File: config.mk
export PLATFORM = sky130hd
export DESIGN_NAME = indexed_array_insert_delete
export DESIGN_NICKNAME = d
export VERILOG_FILES = /design/src/rtl/core/iaid_pkg.sv /design/src/rtl/core/iaid_ram.sv /design/src/rtl/core/iaid_datapath.sv /design/src/rtl/core/iaid_ctrl.sv /design/src/rtl/core/indexed_array_insert_delete.sv
export SDC_FILE = /design/constraint.sdc
export NUM_CORES = 1
export LEC_CHECK = 0
export BUFFER_PORTS_ARGS = -buffer_cell sky130_fd_sc_hd__clkbuf_2
export CAP_MARGIN = 30
export CORE_MARGIN = 2
export CORE_UTILIZATION = 60
export CTS_BUF_LIST = sky130_fd_sc_hd__clkbuf_8
export DETAILED_ROUTE_END_ITERATION = 10
export GPL_ROUTABILITY_DRIVEN = 0
export PLACE_DENSITY = 0.8
export SETUP_SLACK_MARGIN = 0.05
export SYNTH_ARGS = -nofsm -noshare
export SYNTH_HDL_FRONTEND = slang
export SYNTH_SLANG_ARGS = --single-unit
export TNS_END_PERCENT = 50
File: constraint.sdc
create_clock -name clock -period 8.1 [get_ports clock]
set_input_delay 0.81 -clock clock [delete_from_list [all_inputs] [get_ports clock]]
set_output_delay 0.81 -clock clock [all_outputs]
set_load 0.02 [all_outputs]
File: src/rtl/core/iaid_pkg.sv
// Shared codes, field widths and controller/datapath interface types.
`timescale 1ns / 1ps

package iaid_pkg;

   localparam int OP_W      = 2;
   localparam int POS_W     = 4;
   localparam int VAL_W     = 32;
   localparam int STAT_W    = 2;
   localparam int CNT_OUT_W = 4;

   localparam logic [OP_W-1:0] OP_INSERT = 2'd0;
   localparam logic [OP_W-1:0] OP_DELETE = 2'd1;
   localparam logic [OP_W-1:0] OP_READ   = 2'd2;

   localparam logic [STAT_W-1:0] ST_DONE    = 2'd0;
   localparam logic [STAT_W-1:0] ST_BAD_POS = 2'd1;
   localparam logic [STAT_W-1:0] ST_FULL    = 2'd2;

   // Read address source for the entry RAM.
   typedef enum logic [1:0] {
      RD_BELOW,
      RD_ABOVE,
      RD_POS
   } rd_sel_type;

   // Commands from the controller to the datapath.
   typedef struct packed {
      logic              capture;
      logic              idx_load_ins;
      logic              idx_load_del;
      logic              idx_dec;
      logic              idx_inc;
      logic              rd_en;
      rd_sel_type        rd_sel;
      logic              wr_en;
      logic              wr_value;
      logic              cnt_inc;
      logic              cnt_dec;
      logic              rsp_load;
      logic              rsp_use_rd;
      logic [STAT_W-1:0] rsp_status;
   } cmd_type;

   // Status from the datapath to the controller.
   typedef struct packed {
      logic [OP_W-1:0] op;
      logic            pos_le_cnt;
      logic            pos_lt_cnt;
      logic            full;
      logic            ins_more;
      logic            del_more;
      logic            rsp_free;
   } sts_type;

endpackage

File: src/rtl/core/iaid_ram.sv
// Generic simple dual-port RAM with one write port and a registered read port.
`timescale 1ns / 1ps

module iaid_ram #(
   parameter int WIDTH = 32,
   parameter int DEPTH = 8
) (
   input  logic                     clock,
   input  logic                     wr_en,
   input  logic [$clog2(DEPTH)-1:0] wr_addr,
   input  logic [WIDTH-1:0]         wr_data,
   input  logic                     rd_en,
   input  logic [$clog2(DEPTH)-1:0] rd_addr,
   output logic [WIDTH-1:0]         rd_data
);

   logic [WIDTH-1:0] mem_ff [DEPTH];
   logic [WIDTH-1:0] rd_data_ff;

   always_ff @(posedge clock) begin
      if (wr_en) begin
         mem_ff[wr_addr] <= wr_data;
      end
      if (rd_en) begin
         rd_data_ff <= mem_ff[rd_addr];
      end
   end

   assign rd_data = rd_data_ff;

endmodule

File: src/rtl/core/iaid_datapath.sv
// Datapath: request registers, entry RAM, count, shift index and result register.
`timescale 1ns / 1ps

module iaid_datapath #(
   parameter int CAPACITY = 8
) (
   input  logic                               clock,
   input  logic                               reset,
   input  logic [iaid_pkg::OP_W-1:0]          req_operation,
   input  logic [iaid_pkg::POS_W-1:0]         req_position,
   input  logic signed [iaid_pkg::VAL_W-1:0]  req_value,
   output logic                               rsp_valid,
   input  logic                               rsp_ready,
   output logic [iaid_pkg::STAT_W-1:0]        rsp_status,
   output logic signed [iaid_pkg::VAL_W-1:0]  rsp_read_value,
   output logic [iaid_pkg::CNT_OUT_W-1:0]     rsp_entry_count,
   input  iaid_pkg::cmd_type                  cmd,
   output iaid_pkg::sts_type                  sts
);

   localparam int AW   = $clog2(CAPACITY);
   localparam int CW   = $clog2(CAPACITY + 1);
   localparam int CMPW = (CW > iaid_pkg::POS_W) ? CW : iaid_pkg::POS_W;

   logic [iaid_pkg::OP_W-1:0]      op_ff;
   logic [iaid_pkg::POS_W-1:0]     pos_ff;
   logic [iaid_pkg::VAL_W-1:0]     val_ff;
   logic [CW-1:0]                  count_ff, count_in;
   logic [CW-1:0]                  idx_ff, idx_in;
   logic                           rsp_valid_ff;
   logic [iaid_pkg::STAT_W-1:0]    rsp_status_ff;
   logic [iaid_pkg::VAL_W-1:0]     rsp_read_value_ff;
   logic [iaid_pkg::CNT_OUT_W-1:0] rsp_entry_count_ff;

   logic [CMPW-1:0]                pos_ext, cnt_ext, idx_ext;
   logic [CW-1:0]                  idx_below, idx_above;
   logic                           ram_wr_en;
   logic [AW-1:0]                  ram_wr_addr, ram_rd_addr;
   logic [iaid_pkg::VAL_W-1:0]     ram_wr_data, ram_rd_data;

   assign pos_ext   = CMPW'(pos_ff);
   assign cnt_ext   = CMPW'(count_ff);
   assign idx_ext   = CMPW'(idx_ff);
   assign idx_below = idx_ff - CW'(1);
   assign idx_above = idx_ff + CW'(1);

   assign sts.op         = op_ff;
   assign sts.pos_le_cnt = (pos_ext <= cnt_ext);
   assign sts.pos_lt_cnt = (pos_ext < cnt_ext);
   assign sts.full       = (count_ff == CW'(CAPACITY));
   assign sts.ins_more   = (idx_ext > pos_ext);
   assign sts.del_more   = ((idx_ext + CMPW'(1)) < cnt_ext);
   assign sts.rsp_free   = !rsp_valid_ff || rsp_ready;

   always_comb begin
      case (cmd.rd_sel)
         iaid_pkg::RD_BELOW: ram_rd_addr = idx_below[AW-1:0];
         iaid_pkg::RD_ABOVE: ram_rd_addr = idx_above[AW-1:0];
         iaid_pkg::RD_POS:   ram_rd_addr = pos_ext[AW-1:0];
         default:            ram_rd_addr = pos_ext[AW-1:0];
      endcase
   end

   // A moved entry lands at the shift index; the new word lands at the position.
   assign ram_wr_en   = cmd.wr_en;
   assign ram_wr_addr = cmd.wr_value ? pos_ext[AW-1:0] : idx_ff[AW-1:0];
   assign ram_wr_data = cmd.wr_value ? val_ff : ram_rd_data;

   iaid_ram #(
      .WIDTH(iaid_pkg::VAL_W),
      .DEPTH(CAPACITY)
   ) u_entries (
      .clock  (clock),
      .wr_en  (ram_wr_en),
      .wr_addr(ram_wr_addr),
      .wr_data(ram_wr_data),
      .rd_en  (cmd.rd_en),
      .rd_addr(ram_rd_addr),
      .rd_data(ram_rd_data)
   );

   always_comb begin
      count_in = count_ff;
      if (cmd.cnt_inc) begin
         count_in = count_ff + CW'(1);
      end else if (cmd.cnt_dec) begin
         count_in = count_ff - CW'(1);
      end
   end

   always_comb begin
      idx_in = idx_ff;
      if (cmd.idx_load_ins) begin
         idx_in = count_ff;
      end else if (cmd.idx_load_del) begin
         idx_in = CW'(pos_ext);
      end else if (cmd.idx_dec) begin
         idx_in = idx_below;
      end else if (cmd.idx_inc) begin
         idx_in = idx_above;
      end
   end

   always_ff @(posedge clock) begin
      if (reset) begin
         count_ff     <= '0;
         rsp_valid_ff <= 1'b0;
      end else begin
         count_ff <= count_in;
         if (cmd.rsp_load) begin
            rsp_valid_ff <= 1'b1;
         end else if (rsp_ready) begin
            rsp_valid_ff <= 1'b0;
         end
      end
   end

   always_ff @(posedge clock) begin
      idx_ff <= idx_in;
      if (cmd.capture) begin
         op_ff  <= req_operation;
         pos_ff <= req_position;
         val_ff <= req_value;
      end
      if (cmd.rsp_load) begin
         rsp_status_ff      <= cmd.rsp_status;
         rsp_read_value_ff  <= cmd.rsp_use_rd ? ram_rd_data : '0;
         rsp_entry_count_ff <= iaid_pkg::CNT_OUT_W'(count_ff);
      end
   end

   assign rsp_valid       = rsp_valid_ff;
   assign rsp_status      = rsp_status_ff;
   assign rsp_read_value  = rsp_read_value_ff;
   assign rsp_entry_count = rsp_entry_count_ff;

endmodule

File: src/rtl/core/iaid_ctrl.sv
// Controller: sequences decode, entry shifting and result hand-off.
`timescale 1ns / 1ps

module iaid_ctrl (
   input  logic              clock,
   input  logic              reset,
   input  logic              req_valid,
   output logic              req_ready,
   input  iaid_pkg::sts_type sts,
   output iaid_pkg::cmd_type cmd
);

   typedef enum logic [2:0] {
      IDLE,
      DECODE,
      INS_CHECK,
      INS_WR,
      DEL_CHECK,
      DEL_WR,
      READ_WAIT,
      FINISH
   } state_type;

   state_type                   state_ff, state_in;
   logic [iaid_pkg::STAT_W-1:0] status_ff, status_in;
   logic                        use_rd_ff, use_rd_in;

   assign req_ready = (state_ff == IDLE);

   always_comb begin
      cmd        = '0;
      cmd.rd_sel = iaid_pkg::RD_POS;
      state_in   = state_ff;
      status_in  = status_ff;
      use_rd_in  = use_rd_ff;
      case (state_ff)
         IDLE: begin
            if (req_valid) begin
               cmd.capture = 1'b1;
               state_in    = DECODE;
            end
         end
         DECODE: begin
            use_rd_in = 1'b0;
            status_in = iaid_pkg::ST_BAD_POS;
            state_in  = FINISH;
            case (sts.op)
               iaid_pkg::OP_INSERT: begin
                  if (!sts.pos_le_cnt) begin
                     status_in = iaid_pkg::ST_BAD_POS;
                  end else if (sts.full) begin
                     status_in = iaid_pkg::ST_FULL;
                  end else begin
                     cmd.idx_load_ins = 1'b1;
                     state_in         = INS_CHECK;
                  end
               end
               iaid_pkg::OP_DELETE: begin
                  if (sts.pos_lt_cnt) begin
                     cmd.idx_load_del = 1'b1;
                     state_in         = DEL_CHECK;
                  end
               end
               iaid_pkg::OP_READ: begin
                  if (sts.pos_lt_cnt) begin
                     cmd.rd_en  = 1'b1;
                     cmd.rd_sel = iaid_pkg::RD_POS;
                     state_in   = READ_WAIT;
                  end
               end
               default: begin
                  state_in = FINISH;
               end
            endcase
         end
         INS_CHECK: begin
            if (sts.ins_more) begin
               cmd.rd_en  = 1'b1;
               cmd.rd_sel = iaid_pkg::RD_BELOW;
               state_in   = INS_WR;
            end else begin
               cmd.wr_en    = 1'b1;
               cmd.wr_value = 1'b1;
               cmd.cnt_inc  = 1'b1;
               status_in    = iaid_pkg::ST_DONE;
               state_in     = FINISH;
            end
         end
         INS_WR: begin
            cmd.wr_en   = 1'b1;
            cmd.idx_dec = 1'b1;
            state_in    = INS_CHECK;
         end
         DEL_CHECK: begin
            if (sts.del_more) begin
               cmd.rd_en  = 1'b1;
               cmd.rd_sel = iaid_pkg::RD_ABOVE;
               state_in   = DEL_WR;
            end else begin
               cmd.cnt_dec = 1'b1;
               status_in   = iaid_pkg::ST_DONE;
               state_in    = FINISH;
            end
         end
         DEL_WR: begin
            cmd.wr_en   = 1'b1;
            cmd.idx_inc = 1'b1;
            state_in    = DEL_CHECK;
         end
         READ_WAIT: begin
            // The RAM holds its read data until the next read, so the
            // result may wait in FINISH for the output register.
            use_rd_in = 1'b1;
            status_in = iaid_pkg::ST_DONE;
            state_in  = FINISH;
         end
         FINISH: begin
            cmd.rsp_status = status_ff;
            cmd.rsp_use_rd = use_rd_ff;
            if (sts.rsp_free) begin
               cmd.rsp_load = 1'b1;
               state_in     = IDLE;
            end
         end
         default: begin
            state_in = IDLE;
         end
      endcase
   end

   always_ff @(posedge clock) begin
      if (reset) begin
         state_ff  <= IDLE;
         status_ff <= iaid_pkg::ST_DONE;
         use_rd_ff <= 1'b0;
      end else begin
         state_ff  <= state_in;
         status_ff <= status_in;
         use_rd_ff <= use_rd_in;
      end
   end

endmodule

File: src/rtl/core/indexed_array_insert_delete.sv
// Top level: packed array of signed words with positional insert, delete and read.
//
//   channel  direction  fields                                  transfer when
//   req      in         operation, position, value              req_valid && req_ready
//   rsp      out        status, read_value, entry_count         rsp_valid && rsp_ready
//
// Each entry moved by a shift costs one RAM read and one RAM write; insert moves
// the entries from the position upward, and delete moves those above the position.
// Reset clears the count and the result valid flag; entry contents stay undefined.
// A stalled result waits in the output register while the next request is taken;
// that request finishes once the register has been emptied.
`timescale 1ns / 1ps

module indexed_array_insert_delete #(
   parameter int CAPACITY = 8
) (
   input  logic                               clock,
   input  logic                               reset,
   input  logic                               req_valid,
   output logic                               req_ready,
   input  logic [iaid_pkg::OP_W-1:0]          req_operation,
   input  logic [iaid_pkg::POS_W-1:0]         req_position,
   input  logic signed [iaid_pkg::VAL_W-1:0]  req_value,
   output logic                               rsp_valid,
   input  logic                               rsp_ready,
   output logic [iaid_pkg::STAT_W-1:0]        rsp_status,
   output logic signed [iaid_pkg::VAL_W-1:0]  rsp_read_value,
   output logic [iaid_pkg::CNT_OUT_W-1:0]     rsp_entry_count
);

   iaid_pkg::cmd_type cmd;
   iaid_pkg::sts_type sts;

   iaid_ctrl u_ctrl (
      .clock    (clock),
      .reset    (reset),
      .req_valid(req_valid),
      .req_ready(req_ready),
      .sts      (sts),
      .cmd      (cmd)
   );

   iaid_datapath #(
      .CAPACITY(CAPACITY)
   ) u_datapath (
      .clock          (clock),
      .reset          (reset),
      .req_operation  (req_operation),
      .req_position   (req_position),
      .req_value      (req_value),
      .rsp_valid      (rsp_valid),
      .rsp_ready      (rsp_ready),
      .rsp_status     (rsp_status),
      .rsp_read_value (rsp_read_value),
      .rsp_entry_count(rsp_entry_count),
      .cmd            (cmd),
      .sts            (sts)
   );

endmodule
==> results_dict.tcl <==
set metrics [dict create \
    max_freq_mhz 216.4 \
    slowest_stage "buf_4" \
    die_w_um 163.6 \
    drive_gt1_share_pct 16.64 \
    postCtsHoldBufs 0 \
    synth_ff_type "edfxtp_1" \
    p_leak_nw 6.420 \
    first_global_vias 8729 \
    layout.nets 1154 \
    synth_area_per_cell_um2 15.61 \
    cts_resized 0 \
    portBuffers 81 \
    area_growth_pct 11.86 \
    fp.dieH_um 163.6 \
    start_util_pct 60.87 \
    overflow 0 \
    clock_tree.htree_level_count 2 \
    synth_nets 1041 \
    syn_area_um2 15280 \
    vias 8601 \
    crit_chain "ha_1 > xor2_1 > ha_1 > or3_1 > o22a_1 > o21ai_0 > a32o_4 > buf_4 > mux2i_1 > o22ai_1 > or2_1" \
    setup_viol 0 \
    wl_mm 30.90 \
    async_flop_share_pct 0 \
    fin_area_um2 17100 \
    n_fill_cell 1678 \
    core_um2 25110 \
    num_rows 58 \
    grt_max_degree 56 \
    crit_fanout 55 \
    min_period_ns 4.622 \
    ys_top_cells_by_area "edfxtp_1, mux2i_1, nand2_1, o22ai_1, ha_1" \
    yosys.cell_count.top_type "edfxtp_1" \
    crit_path_end_kind "flop" \
    cp_slowest_stage_delay_ns 0.82 \
    ys_warn_count 0 \
    ys_seq_elements 379 \
    synth_top_area_share_pct 72.30 \
    clk_latency_ns 0.59 \
    ant_nets 0 \
    groute.usage.overall_pct 23.49 \
    cp.required_ns 8.42 \
    fin_skew_ns 0.02315 \
    remaining_drc_errors 0 \
    worstMarginPinSlew_ns 1.004 \
    path_clk_slew_ns 0.06 \
    vdd_drop_max_mv 0.3311 \
    dpl.cell_count 1361 \
    place_area_um2 16100 \
    max_cap_viol_count 0 \
    ios 82 \
    antenna_found_initial 0 \
    clock_path_buffers 3 \
    synth_cell_types 49 \
    instances_no_fill 1460 \
    synth.top_cells.by_count "edfxtp_1, mux2i_1, nand2_1" \
    wl_per_cell_um 21.16 \
    synth_edf_count 368 \
    synth_top_cell_by_area "edfxtp_1" \
    die_area_um2 26770 \
    outcome "completed" \
    grt_setup_unrepaired "no" \
    clkSinkCount 379 \
    critPathArrivalTime_ns 4.94 \
    critPathBufInv 1 \
    first_pass_iters 5 \
    regToRegSetupSlack_ns 3.48 \
    tritoncts "done" \
    drv_slew 0 \
    maxSlewHeadroom_pct 33.07 \
    power_density_nw_per_um2 382.0 \
    cts_buffers 58 \
    crit_top_cell "ha_1" \
    cts.root.buffer_cell "clkbuf_8" \
    hpwl_mm 17.62 \
    first_iter_violations 694 \
    grt_pass1_wl_mm 47.10 \
    viasPerCell 5.891 \
    cp_top_family "compound AO/OA/AOI/OAI gates" \
    netlist_instances 979 \
    diodes 0 \
    crit_type "flop to flop" \
    ys_seq_area_share_pct 73.75 \
    crit_path_start_kind "flop" \
    tns_ns 0 \
    hold_viol 0 \
    finalCritPeriodShare_pct 57.06 \
    postCtsSetupRepairBufs 0 \
    hp-class "input pin to flop" \
]
## cell usage in the layout (no fill, tap or decap), types with 20 or more instances in the layout
master      n
edfxtp_1  368
mux2i_1   130
nand2_1   111
clkbuf_2   81
o22ai_1    64
clkbuf_8   58
inv_1      36
and3_1     36
or2_1      32
nor2_1     20
## cell type report
class,count,area (um^2),share of cell area (%)
clock buffers,58,798.3,4.669
flip-flops and latches,379,11270,65.92
repair buffers,101,640.6,3.747
multi-input cells,533,3732,21.83
inverters,19,71.32,0.4172
well taps,330,412.9,2.415
clock inverters,40,170.2,0.9953
## per-stage QoR
step	hold slack [ns]	total power, mW	worst slack, ns	util, %
global placement	0.4831	5.081	3.653	63.74
finish	0.3904	6.530	3.478	68.09
detailed placement	0.4842	5.189	3.544	64.12
global route	0.3653	6.869	3.268	68.09
CTS	0.3526	6.542	3.499	67.98
floorplan	0.4580	4.646	4.215	-
## registers in the layout (all words and copies together) (netlist names), 2 cells and up
register                      cells
u_datapath.pos_ext                4
u_ctrl.status_ff                  2
u_datapath.idx_ext                4
u_ctrl.state_ff                   3
u_datapath.u_entries.rd_data     32
u_datapath.op_ff                  2
u_datapath.val_ff                32
u_datapath.rsp_entry_count        4
u_datapath.rsp_status             2
u_datapath.cnt_ext                4
u_datapath.rsp_read_value        32
u_datapath.u_entries.mem_ff     256
## logic make-up after synthesis
logic type | synth area share (%)
DFF | 73.75
and+or+nand+nor | 7.663
muxes | 8.588
AOI/OAI and AO/OA | 5.370
buffers and inverters | 2.431
adders and majority gates | 1.686
xor gates and xnor gates | 0.5158
## worst register-to-register path: stages, from the launching register on
cell and delay, ns:
edfxtp_1 0.51, ha_1 0.31, xor2_1 0.18, ha_1 0.22, or3_1 0.37, o22a_1 0.29, o21ai_0 0.27, a32o_4 0.58
buf_4 0.84, mux2i_1 0.35, o22ai_1 0.13, or2_1 0.30
## per-layer routing
layer | up-vias | part of all wire (%) | global-route usage (%)
li1 | 3967 | - | -
met1 | 4189 | 40 | 30.67
met2 | 358 | 49 | 39.08
met3 | 87 | 6.9 | 4.088
met4 | 0 | 3.5 | 10.25
met5 | - | 0 | 0
## final timing paths
kind,startpoint,endpoint,depth (start not counted)
worst max register to register,u_datapath.idx_ext[0],u_datapath.u_entries.rd_data[31],11
worst max-delay path,u_datapath.idx_ext[0],u_datapath.u_entries.rd_data[31],11
worst min register to register,u_ctrl.status_ff[0],u_ctrl.status_ff[0],2
worst min-delay path,req_position[3],u_datapath.pos_ext[3],1
## report_power, final
| part | switching, mW | internal (mW) | total [mW] |
|---|---|---|---|
| sequential | 0.151 | 2.79 | 2.94 |
| combinational | 1.42 | 0.824 | 2.24 |
| clock | 0.686 | 0.661 | 1.35 |
| total | 2.25 | 4.28 | 6.53 |
No activity file was read; power rests on OpenSTA's default activity.
